### config.mk
export PLATFORM = sky130hd
export DESIGN_NAME = bmwf_eval
export DESIGN_NICKNAME = d
export VERILOG_FILES = /design/src/hw/rtl/bmwf_pkg.sv /design/src/hw/rtl/bmwf_eval.sv
export SDC_FILE = /design/constraint.sdc
export NUM_CORES = 1
export LEC_CHECK = 0
export ABC_CLOCK_PERIOD_IN_PS = 6500
export BUFFER_PORTS_ARGS = -buffer_cell sky130_fd_sc_hd__buf_4
export CELL_PAD_IN_SITES_DETAIL_PLACEMENT = 2
export CELL_PAD_IN_SITES_GLOBAL_PLACEMENT = 2
export CORE_AREA = 2 2 124 126
export DETAILED_ROUTE_END_ITERATION = 10
export DIE_AREA = 0 0 126 128
export GPL_TIMING_DRIVEN = 0
export PLACE_DENSITY_LB_ADDON = 0.2
export REMOVE_ABC_BUFFERS = 1
export SETUP_SLACK_MARGIN = 0.05
export SLEW_MARGIN = 20
export SYNTH_ARGS = -nofsm -noshare
export SYNTH_HDL_FRONTEND = slang
export SYNTH_SLANG_ARGS = --single-unit
### constraint.sdc
create_clock -name vclk -period 6.5
set_input_delay 0.975 -clock vclk [all_inputs]
set_output_delay 0.975 -clock vclk [all_outputs]
set_load 0.005 [all_outputs]
### src/hw/rtl/bmwf_pkg.sv
// Shared constants, codes and types of the binary morphology window filter.
// No dependencies; used by bmwf_eval, the filter top and the checker.
package bmwf_pkg;

  localparam int KERNEL_SIZE   = 5;
  localparam int RAD           = (KERNEL_SIZE - 1) / 2;
  localparam int WIN_BITS      = KERNEL_SIZE * KERNEL_SIZE;
  localparam int LINE_BITS     = KERNEL_SIZE - 1;
  localparam int MAX_WIDTH_DEF = 1024;
  localparam int SIZE_CAP      = 1024;

  localparam int PIX_W        = 8;
  localparam int OP_W         = 2;
  localparam int SIZE_W       = 11;
  localparam int COORD_W      = 10;
  localparam int ROW_CNT_W    = 11;
  localparam int CFG_IDX_W    = 3;
  localparam int CFG_DATA_W   = WIN_BITS;
  localparam int IN_TDATA_W   = 8;
  localparam int OUT_TDATA_W  = 32;
  localparam int OUT_FIELDS_W = PIX_W + 2 * COORD_W;

  localparam logic [OP_W-1:0] OP_DILATE   = 2'd0;
  localparam logic [OP_W-1:0] OP_ERODE    = 2'd1;
  localparam logic [OP_W-1:0] OP_HIT_MISS = 2'd2;

  localparam logic [CFG_IDX_W-1:0] REG_OPERATION    = 3'd0;
  localparam logic [CFG_IDX_W-1:0] REG_THRESHOLD    = 3'd1;
  localparam logic [CFG_IDX_W-1:0] REG_FORE_MASK    = 3'd2;
  localparam logic [CFG_IDX_W-1:0] REG_MISS_MASK    = 3'd3;
  localparam logic [CFG_IDX_W-1:0] REG_FRAME_WIDTH  = 3'd4;
  localparam logic [CFG_IDX_W-1:0] REG_FRAME_HEIGHT = 3'd5;

  localparam logic [OP_W-1:0]     OPERATION_RST = OP_DILATE;
  localparam logic [PIX_W-1:0]    THRESHOLD_RST = 8'd128;
  localparam logic [WIN_BITS-1:0] FORE_MASK_RST = 25'd15728622;
  localparam logic [WIN_BITS-1:0] MISS_MASK_RST = 25'd4288;
  localparam logic [SIZE_W-1:0]   FRAME_W_RST   = 11'd512;
  localparam logic [SIZE_W-1:0]   FRAME_H_RST   = 11'd512;

  localparam logic [PIX_W-1:0] VAL_FG = 8'd255;
  localparam logic [PIX_W-1:0] VAL_BG = 8'd0;

  typedef struct packed {
    logic [OP_W-1:0]     op;
    logic [WIN_BITS-1:0] fore;
    logic [WIN_BITS-1:0] miss;
    logic [SIZE_W-1:0]   eff_w;
    logic [SIZE_W-1:0]   eff_h;
  } eval_cfg_t;

endpackage

### src/hw/rtl/bmwf_eval.sv
// Window evaluation: dilation, erosion and hit-and-miss over one 5x5 window.
// Depends on bmwf_pkg.
module bmwf_eval (
  input  bmwf_pkg::eval_cfg_t                 cfg,
  input  logic [bmwf_pkg::WIN_BITS-1:0]       win,
  input  logic [bmwf_pkg::COORD_W-1:0]        row,
  input  logic [bmwf_pkg::COORD_W-1:0]        col,
  output logic                                fg
);

  localparam int K  = bmwf_pkg::KERNEL_SIZE;
  localparam int NB = bmwf_pkg::WIN_BITS;
  localparam int SW = bmwf_pkg::COORD_W + 2;

  logic [NB-1:0] img;
  logic [K-1:0]  rok;
  logic [K-1:0]  cok;
  logic [NB-1:0] dil_hit;
  logic [SW-1:0] h_last;
  logic [SW-1:0] w_last;
  logic [SW-1:0] rsum [K];
  logic [SW-1:0] csum [K];
  logic          center;

  assign h_last = SW'(cfg.eff_h) - SW'(1);
  assign w_last = SW'(cfg.eff_w) - SW'(1);

  always_comb begin
    for (int p = 0; p < K; p++) begin
      rsum[p] = SW'(row) + SW'(p);
      csum[p] = SW'(col) + SW'(p);
      rok[p]  = (rsum[p] >= SW'(2 * bmwf_pkg::RAD)) && (rsum[p] <= h_last);
      cok[p]  = (csum[p] >= SW'(2 * bmwf_pkg::RAD)) && (csum[p] <= w_last);
    end
  end

  always_comb begin
    for (int p = 0; p < K; p++) begin
      for (int q = 0; q < K; q++) begin
        img[p * K + q]     = win[q * K + p];
        dil_hit[p * K + q] = cfg.fore[NB - 1 - (p * K + q)] & img[p * K + q] & rok[p] & cok[q];
      end
    end
  end

  assign center = rok[bmwf_pkg::RAD] && cok[bmwf_pkg::RAD];

  always_comb begin
    unique case (cfg.op)
      bmwf_pkg::OP_DILATE:   fg = |dil_hit;
      bmwf_pkg::OP_ERODE:    fg = center && ((img & cfg.fore) == cfg.fore);
      bmwf_pkg::OP_HIT_MISS: fg = center && ((img & cfg.fore) == cfg.fore)
                                  && ((~img & cfg.miss) == cfg.miss);
      default:               fg = 1'b0;
    endcase
  end

endmodule

# Word-level counts from Yosys, hierarchy flattened
# Index checks and enable logic that the tools add are counted.
word_totals:
  register_bits: 0
  input_bits: 119
  output_inout_bits: 1
op_classes:
  n_addsub: 10
  n_lt_le_gt_ge: 20
  n_eq_ne: 4
  mux: 1
  n_bitwise: 78
  reduce_logical: 15
op_table:
  columns: ["operator", "count"]
  rows:
  - ["$le A11 B12 Y1", 8]
  - ["$ge A11 B3 Y1 const B", 8]
  - ["$and A1 B1 Y1", 75]
  - ["$and A25 B25 Y25", 2]
  - ["$eq A25 B25 Y1", 2]
  - ["$add A10 B2 Y11 const B", 4]
  - ["$not A25 Y25", 1]
  - ["$reduce_or A25 Y1", 1]
  - ["$le A10 B12 Y1", 2]
  - ["$sub A11 B1 Y12 const B", 2]
  - ["$add A10 B1 Y11 const B", 2]
  - ["$add A10 B3 Y11 const B", 2]
  - ["$ge A10 B3 Y1 const B", 2]
  - ["$logic_and A1 B1 Y1", 13]
  - ["$pmux W1 S3", 1]
  - ["$eq A2 B1 Y1 const B", 1]
  - ["$eq A2 B2 Y1 const B", 1]
  - ["$logic_not A2 Y1", 1]

# Logic depth before layout (Yosys ltp)
# Gate-level depths: netlist of the first run.
depth:
  ltp_word: 7
  mapped_depth: 17
  ltp_nobuf: 17

# Least setup slack after synthesis of the first run
# OpenSTA, ideal clock, no wires.
synth_path:
  path_kind: "input to output"
  start: "in cfg[3] (netlist name)"
  end: "out fg"
  arrival_time_ns: 3.986
  path_slack_ns: 1.539
  path_stages: 13
  path_buffers: 0
  cell_sequence: "or4_4 or3_1 and2_1 ha_1 a21boi_1 a2111oi_0 a21oi_1 maj3_2 a21oi_2 nand3_1 a31oi_1 and4b_1 o31ai_2"
synth_via:
  elab_chain_len: 7
  word_cells_on_any_way: 66
  classes_between: "1 x add/sub; 5 x order compare; 1 x mux; 50 x bitwise; 9 x reduce/logical"
synth_lines:
  columns: ["item", "line", "rtl"]
  rows:
  - ["start: declaration", "bmwf_eval.sv:4", "input bmwf_pkg::eval_cfg_t cfg,"]
  - ["$sub A11 B1 Y12 (*)", "bmwf_eval.sv:25", "assign h_last = SW'(cfg.eff_h) - SW'(1);"]
  - ["$le A10 B12 Y1 / $le A11 B12 Y1 (equally long branches)", "bmwf_eval.sv:32", "rok[p] = (rsum[p] >= SW'(2 * bmwf_pkg::RAD)) && (rsum[p] <= h_last);"]
  - ["$logic_and A1 B1 Y1", "bmwf_eval.sv:32", null]
  - ["$and A1 B1 Y1 / $logic_and A1 B1 Y1 (equally long branches)", "bmwf_eval.sv:41, bmwf_eval.sv:46", null]
  - ["$and A1 B1 Y1 / $logic_and A1 B1 Y1 (equally long branches)", "bmwf_eval.sv:41, bmwf_eval.sv:51, bmwf_eval.sv:52", null]
  - ["$reduce_or A25 Y1 / $logic_and A1 B1 Y1 (equally long branches)", "bmwf_eval.sv:50, bmwf_eval.sv:53", null]
  - ["$pmux W1 S3 (*)", "bmwf_eval.sv:49", "unique case (cfg.op)"]
  - ["end: declaration", "bmwf_eval.sv:8", "output logic fg"]
# Every way passes the cells marked *; elsewhere a longest branch is shown, timed or not.

# Worst setup path after layout of the first run
layout_path:
  start: "in cfg[0] (netlist name)"
  end: "out fg"
# Same word-level chain as after synthesis.

==> results of run 1 <==
-- timing repair --
item / 4_1_cts / 5_1_grt
endpoints found under the hold margin: 0 / 0
endpoints found under the setup margin: 0 / 1
gates resized for setup: 0 / 2
-- cells in the mapped netlist, types with 6 or more instances --
cell type,instances
a211oi_1,6
a21o_1,7
a21oi_1,38
a22oi_1,8
a31oi_1,8
a32oi_1,8
clkbuf_1,15
ha_1,116
inv_1,47
nand2_1,47
nand2b_1,9
nand3_1,30
nand4_1,29
nand4b_1,6
nor2_1,69
nor2b_1,8
nor3_1,17
nor4_1,11
o211ai_1,6
o21ai_0,23
o221ai_1,6
o22ai_1,9
o31ai_1,6
or3_1,7
xnor2_1,48
xor2_1,32
-- stage by stage --
step / utilization (%) / cell area [um^2] / cells / setup WS, ns
2_1_floorplan: - / 4880 / 676 / 1.54
3_3_place_gp: 40.5 / 6020 / 984 / 0.452
3_5_place_dp: 40.5 / 6020 / 984 / 0.203
4_1_cts: 40.5 / 6020 / 984 / 0.181
5_1_grt: 40.6 / 6030 / 984 / 0.0905
6_report: 40.6 / 6030 / 984 / 0.380
-- cell families after synthesis --
kind of cell             count (synthesis)
adder cells (fa/ha/maj)                118
AO/OA/AOI/OAI                          172
XOR/XNOR                                80
multiplexers                             1
AND/OR/NAND/NOR                        258
buffers and inverters                   69
-- layer usage --
| metal | global-route usage (%) | share of wire [%] | vias to the layer above |
|---|---|---|---|
| met4 | 4.14 | 1.9 | 0 |
| met2 | 49.5 | 49 | 179 |
| met3 | 2.50 | 4.5 | 32 |
| li1 | - | - | 2829 |
| met1 | 35.7 | 45 | 2957 |
| met5 | 0 | 0 | - |
-- final cells by class --
| class | instances | share of cell area (%) |
|---|---|---|
| Tap cell | 188 | 3.90 |
| Multi-Input combinational cell | 629 | 78.2 |
| Timing Repair Buffer | 120 | 14.9 |
| Inverter | 47 | 2.93 |
-- cell usage in the layout, fill, tap and decap left out, types with 4 or more instances in the layout --
master     netlist  final
a2111oi_0        5      5
a211oi_1         6      6
a21o_1           7      7
a21oi_1         38     38
a221oi_1         5      5
a22oi_1          8      8
a31oi_1          8      8
a32oi_1          8      8
and2_1           5      5
buf_4            0    120
ha_1           116    116
inv_1           47     47
nand2_1         47     47
nand2b_1         9      9
nand3_1         30     30
nand4_1         29     29
nand4b_1         6      6
nor2_1          69     69
nor2b_1          8      8
nor3_1          17     17
nor4_1          11     11
o2111ai_1        4      4
o211ai_1         6      6
o21ai_0         23     23
o221ai_1         6      6
o22ai_1          9      9
o31ai_1          6      5
or3_1            7      7
xnor2_1         48     48
xor2_1          32     31
-- report_power, final --
part,switching (mW),leakage [nW],internal (mW)
sequential,0,0,0
clock,0,0,0
combinational,0.268,2.72,0.193
total,0.268,2.72,0.193
-- final timing paths --
kind | start | endpoint | depth (start not counted)
hold / removal | cfg[73] | fg | 3
setup / recovery | cfg[0] | fg | 18
==> metrics.yaml, run 1 <==
outcome:
  status: "completed"
die:
  fp-row-count: 45
  ioPinCount: 120
  dieArea_mm2: 0.0161
  die-height_um: 128
  coreArea_mm2: 0.0149
  initial_core_util_pct: 33.4
  dieWidth_um: 126
routing:
  firstDrtPassIters: 8
  drtAntennaViolNets: 0
  drt_wl_total_um: 22500
  first_iter_violations: 253
  via_count: 5997
  avgRoutedWirePerCell_um: 22.9
  via_per_inst: 6.09
  drc: 0
final_layout:
  multi_input_area_mm2: 0.00472
  n_antenna_cell: 0
  seq_cells: 0
  synthToLayoutAreaGrowth_pct: 21.4
  drive_gt1_share_pct: 16.5
  ff_latch_area_um2: 0
  clock_buffers: 0
  fillers: 1827
  fin_nets: 1033
global_route:
  first_global_vias: 6614
  grt_remaining_overflow: 0
  grt_pass1_wl_um: 35600
  grt_usage_pct: 27.3
  antenna_found_initial: 0
  grt_max_degree: 25
logic_synthesis:
  avgSynthCellArea_um2: 7.11
  synthCells: 698
  synth_xor_area_share_pct: 14.1
  ys_types: 69
  synth_area_mm2: 0.00497
  synth_top_area_cell: "ha_1"
  yosysWarnings: 0
  synthAdderAreaFrac_pct: 29.7
  yosys.area_share.simple_pct: 26.8
  ys_seq_area_share_pct: 0
  ys_top_cells_by_area: "ha_1, xnor2_1, xor2_1"
  synth-compound-area-share_pct: 24.0
  synth_top_family_by_area: "adder cells"
  synth.area.mux_share_pct: 0.202
  synth_top_area_share_pct: 29.2
clock_tree:
  post_cts_buffers: 0
  postCtsHoldBufs: 0
critical_path:
  path_delay_family: "compound AO/OA/AOI/OAI gates"
  arrival_ns: 5.15
  slowest_delay_ns: 0.75
  cp_max_fo: 5
  worst_setup_path_start_kind: "primary input"
  cp.required_ns: 5.52
  path_buf_inv: 3
  criticalPathCategory: "in -> out"
  critPathCaptureType: "primary output"
  critPathSlowestCell: "xnor2_1"
  crit_path_cell_trace: "buf_4 -> inv_1 -> ha_1 -> nand2b_1 -> nor4_1 -> xnor2_1 -> ha_1 -> a21oi_1 -> a21boi_1 -> a2111oi_0 -> a21oi_1 -> maj3_2 -> a21oi_2 -> nand3_1 -> a31oi_1 -> and4b_1 -> o31ai_2 -> buf_4"
timing:
  final_hold_viol_count: 0
  fmax_mhz: 163
  setup_viol: 0
  fin_crit_sh_pct: 94.2
  rsz0062_at_grt: "no"
  slew_viol_final: 0
  slew_headroom_pct: 31.7
  period_needed_ns: 6.12
  tightest_slew_ns: 1.02
  setup-tns-final_ns: 0
  holdWs_ns: 2.25
placed_design:
  io_buffers: 120
  hpwl_um: 18900
  place_congestion: 0.883
hold_path:
  hp-class: "in -> out"
power:
  max-vdd-ir-drop_v: 0.0000257
  power_mw: 0.462
  p_leak_nw: 2.72
  power_density_mw_per_mm2: 76.6
flow_run:
  max-cap-violations: 0
(Power assumes the default switching activity.)
==> inputs of run 2 (changes only) <==
--- a/config.mk
+++ b/config.mk
@@ -14,7 +14,6 @@
 export DIE_AREA = 0 0 126 128
 export GPL_TIMING_DRIVEN = 0
 export PLACE_DENSITY_LB_ADDON = 0.2
-export REMOVE_ABC_BUFFERS = 1
 export SETUP_SLACK_MARGIN = 0.05
 export SLEW_MARGIN = 20
 export SYNTH_ARGS = -nofsm -noshare
==> run 2 against run 1 <==
Routed wire length up 4.0%. Sequential cell count unchanged. Final area grew 1.4%. Combinational power is 2% higher. Global-route usage rose by 0.99 points. Critical path depth is 1 lower. Core utilization grew 0.57 points. Clock-buffer cell count did not move. Total power is 2.2% higher. First-iteration DRC count rose by 21%.
==> metrics.yaml, run 2 (synthesized netlist as in run 1, its figures left out) <==
final_layout:
  multi_input_area_mm2: 0.00473  # was 0.00472 mm^2
  synthToLayoutAreaGrowth_pct: 23.1  # was 21.4%
  fin_nets: 1053  # was 1,033
  fillers: 1803  # was 1,827
  final_cell_mix: "buf_4, ha_1, nor2_1"  # unchanged
  layoutNonFillerInstCount: 1004  # was 984
  utilization_pct: 41.1  # was 40.6%
  n_antenna_cell: 0  # unchanged
  seq_cells: 0  # unchanged
  ff_latch_area_um2: 0  # unchanged
  drive_gt1_share_pct: 16.4  # was 16.5%
  design_area_mm2: 0.00611  # was 0.00603 mm^2
  clock_buffers: 0  # unchanged
  mostFrequentLayoutCell: "buf_4"  # unchanged
global_route:
  grt_pass1_wl_um: 36400  # was 35,600 um
  grt_max_degree: 12  # was 25
  first_global_vias: 6845  # was 6,614
  antenna_found_initial: 0  # unchanged
  grt_remaining_overflow: 0  # unchanged
  grt_usage_pct: 28.2  # was 27.3%
outcome:
  status: "completed"  # unchanged
flow_run:
  max-cap-violations: 0  # unchanged
timing:
  final_hold_viol_count: 0  # unchanged
  setup_ws_ns: 0.295  # was 0.380 ns
  fin_crit_sh_pct: 95.5  # was 94.2%
  tightest_slew_ns: 1.00  # was 1.02 ns
  period_needed_ns: 6.21  # was 6.12 ns
  setup_viol: 0  # unchanged
  setup-tns-final_ns: 0  # unchanged
  slew_headroom_pct: 32.7  # was 31.7%
  holdWs_ns: 2.30  # was 2.25 ns
  slew_viol_final: 0  # unchanged
  fmax_mhz: 161  # was 163 MHz
die:
  initial_core_util_pct: 33.4  # unchanged
  ioPinCount: 120  # unchanged
  dieArea_mm2: 0.0161  # unchanged
  fp-row-count: 45  # unchanged
  die-height_um: 128  # unchanged
  dieWidth_um: 126  # unchanged
  coreArea_mm2: 0.0149  # unchanged
power:
  power_density_mw_per_mm2: 77.2  # was 76.6 mW/mm^2
  power_mw: 0.472  # was 0.462 mW
  p_leak_nw: 2.75  # was 2.72 nW
  max-vdd-ir-drop_v: 0.0000308  # was 0.0000257 V
hold_path:
  hp-class: "in -> out"  # unchanged
  hold_path_depth: 3  # unchanged
  holdPathEnd: "fg"  # unchanged
  hold_start: "cfg[73]"  # unchanged
routing:
  via_count: 6154  # was 5,997
  firstDrtPassIters: 4  # was 8
  drt_wl_total_um: 23400  # was 22,500 um
  drc: 0  # unchanged
  drtAntennaViolNets: 0  # unchanged
  first_iter_violations: 307  # was 253
  avgRoutedWirePerCell_um: 23.3  # was 22.9 um
  via_per_inst: 6.13  # was 6.09
critical_path:
  critPathSlowestCell: "nor3b_1"  # was xnor2_1
  path_buf_inv: 3  # unchanged
  crit_start: "cfg[11]"  # was cfg[0]
  arrival_ns: 5.23  # was 5.15 ns
  crit_path_cell_trace: "buf_4 -> inv_1 -> ha_1 -> nor3b_1 -> nand2_1 -> xor2_2 -> ha_1 -> and4_1 -> a2111oi_0 -> nor2b_1 -> a21oi_1 -> o21ai_0 -> nor2_1 -> o31ai_1 -> and4b_1 -> o31ai_2 -> buf_4"  # was buf_4 -> inv_1 -> ha_1 -> nand2b_1 -> nor4_1 -> xnor2_1 -> ha_1 -> a21oi_1 -> a21boi_1 -> a2111oi_0 -> a21oi_1 -> maj3_2 -> a21oi_2 -> nand3_1 -> a31oi_1 -> and4b_1 -> o31ai_2 -> buf_4
  criticalPathCategory: "in -> out"  # unchanged
  critPathCaptureType: "primary output"  # unchanged
  cp.required_ns: 5.52  # about the same
  cp_max_fo: 5  # unchanged
  path_delay_family: "simple AND/OR/NAND/NOR gates"  # was compound AO/OA/AOI/OAI gates
  slowest_delay_ns: 0.53  # was 0.75 ns
  worst_setup_path_start_kind: "primary input"  # unchanged
placed_design:
  io_buffers: 118  # was 120
  dp_slack_ns: 0.0749  # was 0.203 ns
  hpwl_um: 19800  # was 18,900 um
  place_congestion: 0.900  # was 0.883
  placed_cells: 1004  # was 984
  dpl_cell_area_mm2: 0.00609  # was 0.00602 mm^2
clock_tree:
  postCtsHoldBufs: 0  # unchanged
  post_cts_buffers: 0  # unchanged
logic_synthesis:
  synth_fp_nets: 933
-- run 2: cell types whose count changed in the layout (fill, tap and decap cells not counted), sizes merged --
cell / before / now
clkbuf: 0 / 16
buf: 120 / 124
-- run 2: worst max path at each step --
stage | endpoint | slack (ns) | cells after the start
floorplan | fg | 1.54 | 13
global placement | fg | 0.35 | 17
detailed placement | fg | 0.07 | 18
CTS | fg | 0.07 | 18
global route | fg | -0.02 | 18
finish | fg | 0.29 | 17
-- run 2: report_power, final --
part           switching [mW]  internal (mW)
Combinational           0.277          0.195
Sequential                  0              0
Clock                       0              0
-- run 2: layout make-up --
type / instances / share of cell area (%)
Inverter: 47 / 2.89
Multi-Input combinational cell: 629 / 77.4
Timing Repair Buffer: 118 / 14.5
Tap cell: 188 / 3.85
Buffer: 22 / 1.41
-- run 2: layer usage --
layer / up-vias / wire, um / track usage (%)
li1: 2859 / - / -
met5: - / 0 / 0
met1: 3073 / 10400 / 36.3
met3: 34 / 1090 / 2.55
met2: 188 / 11300 / 51.6
met4: 0 / 509 / 5.56
-- run 2: repair_timing --
action                                  CTS  global route
gates resized for setup                   0             5
endpoints found under the setup margin    0             1
hold endpoints to repair                  0             0
-- run 2: tightest hold or removal path: stages --
cell	delay, ns
buf_4	0.11
o31ai_2	0.09
buf_4	0.14
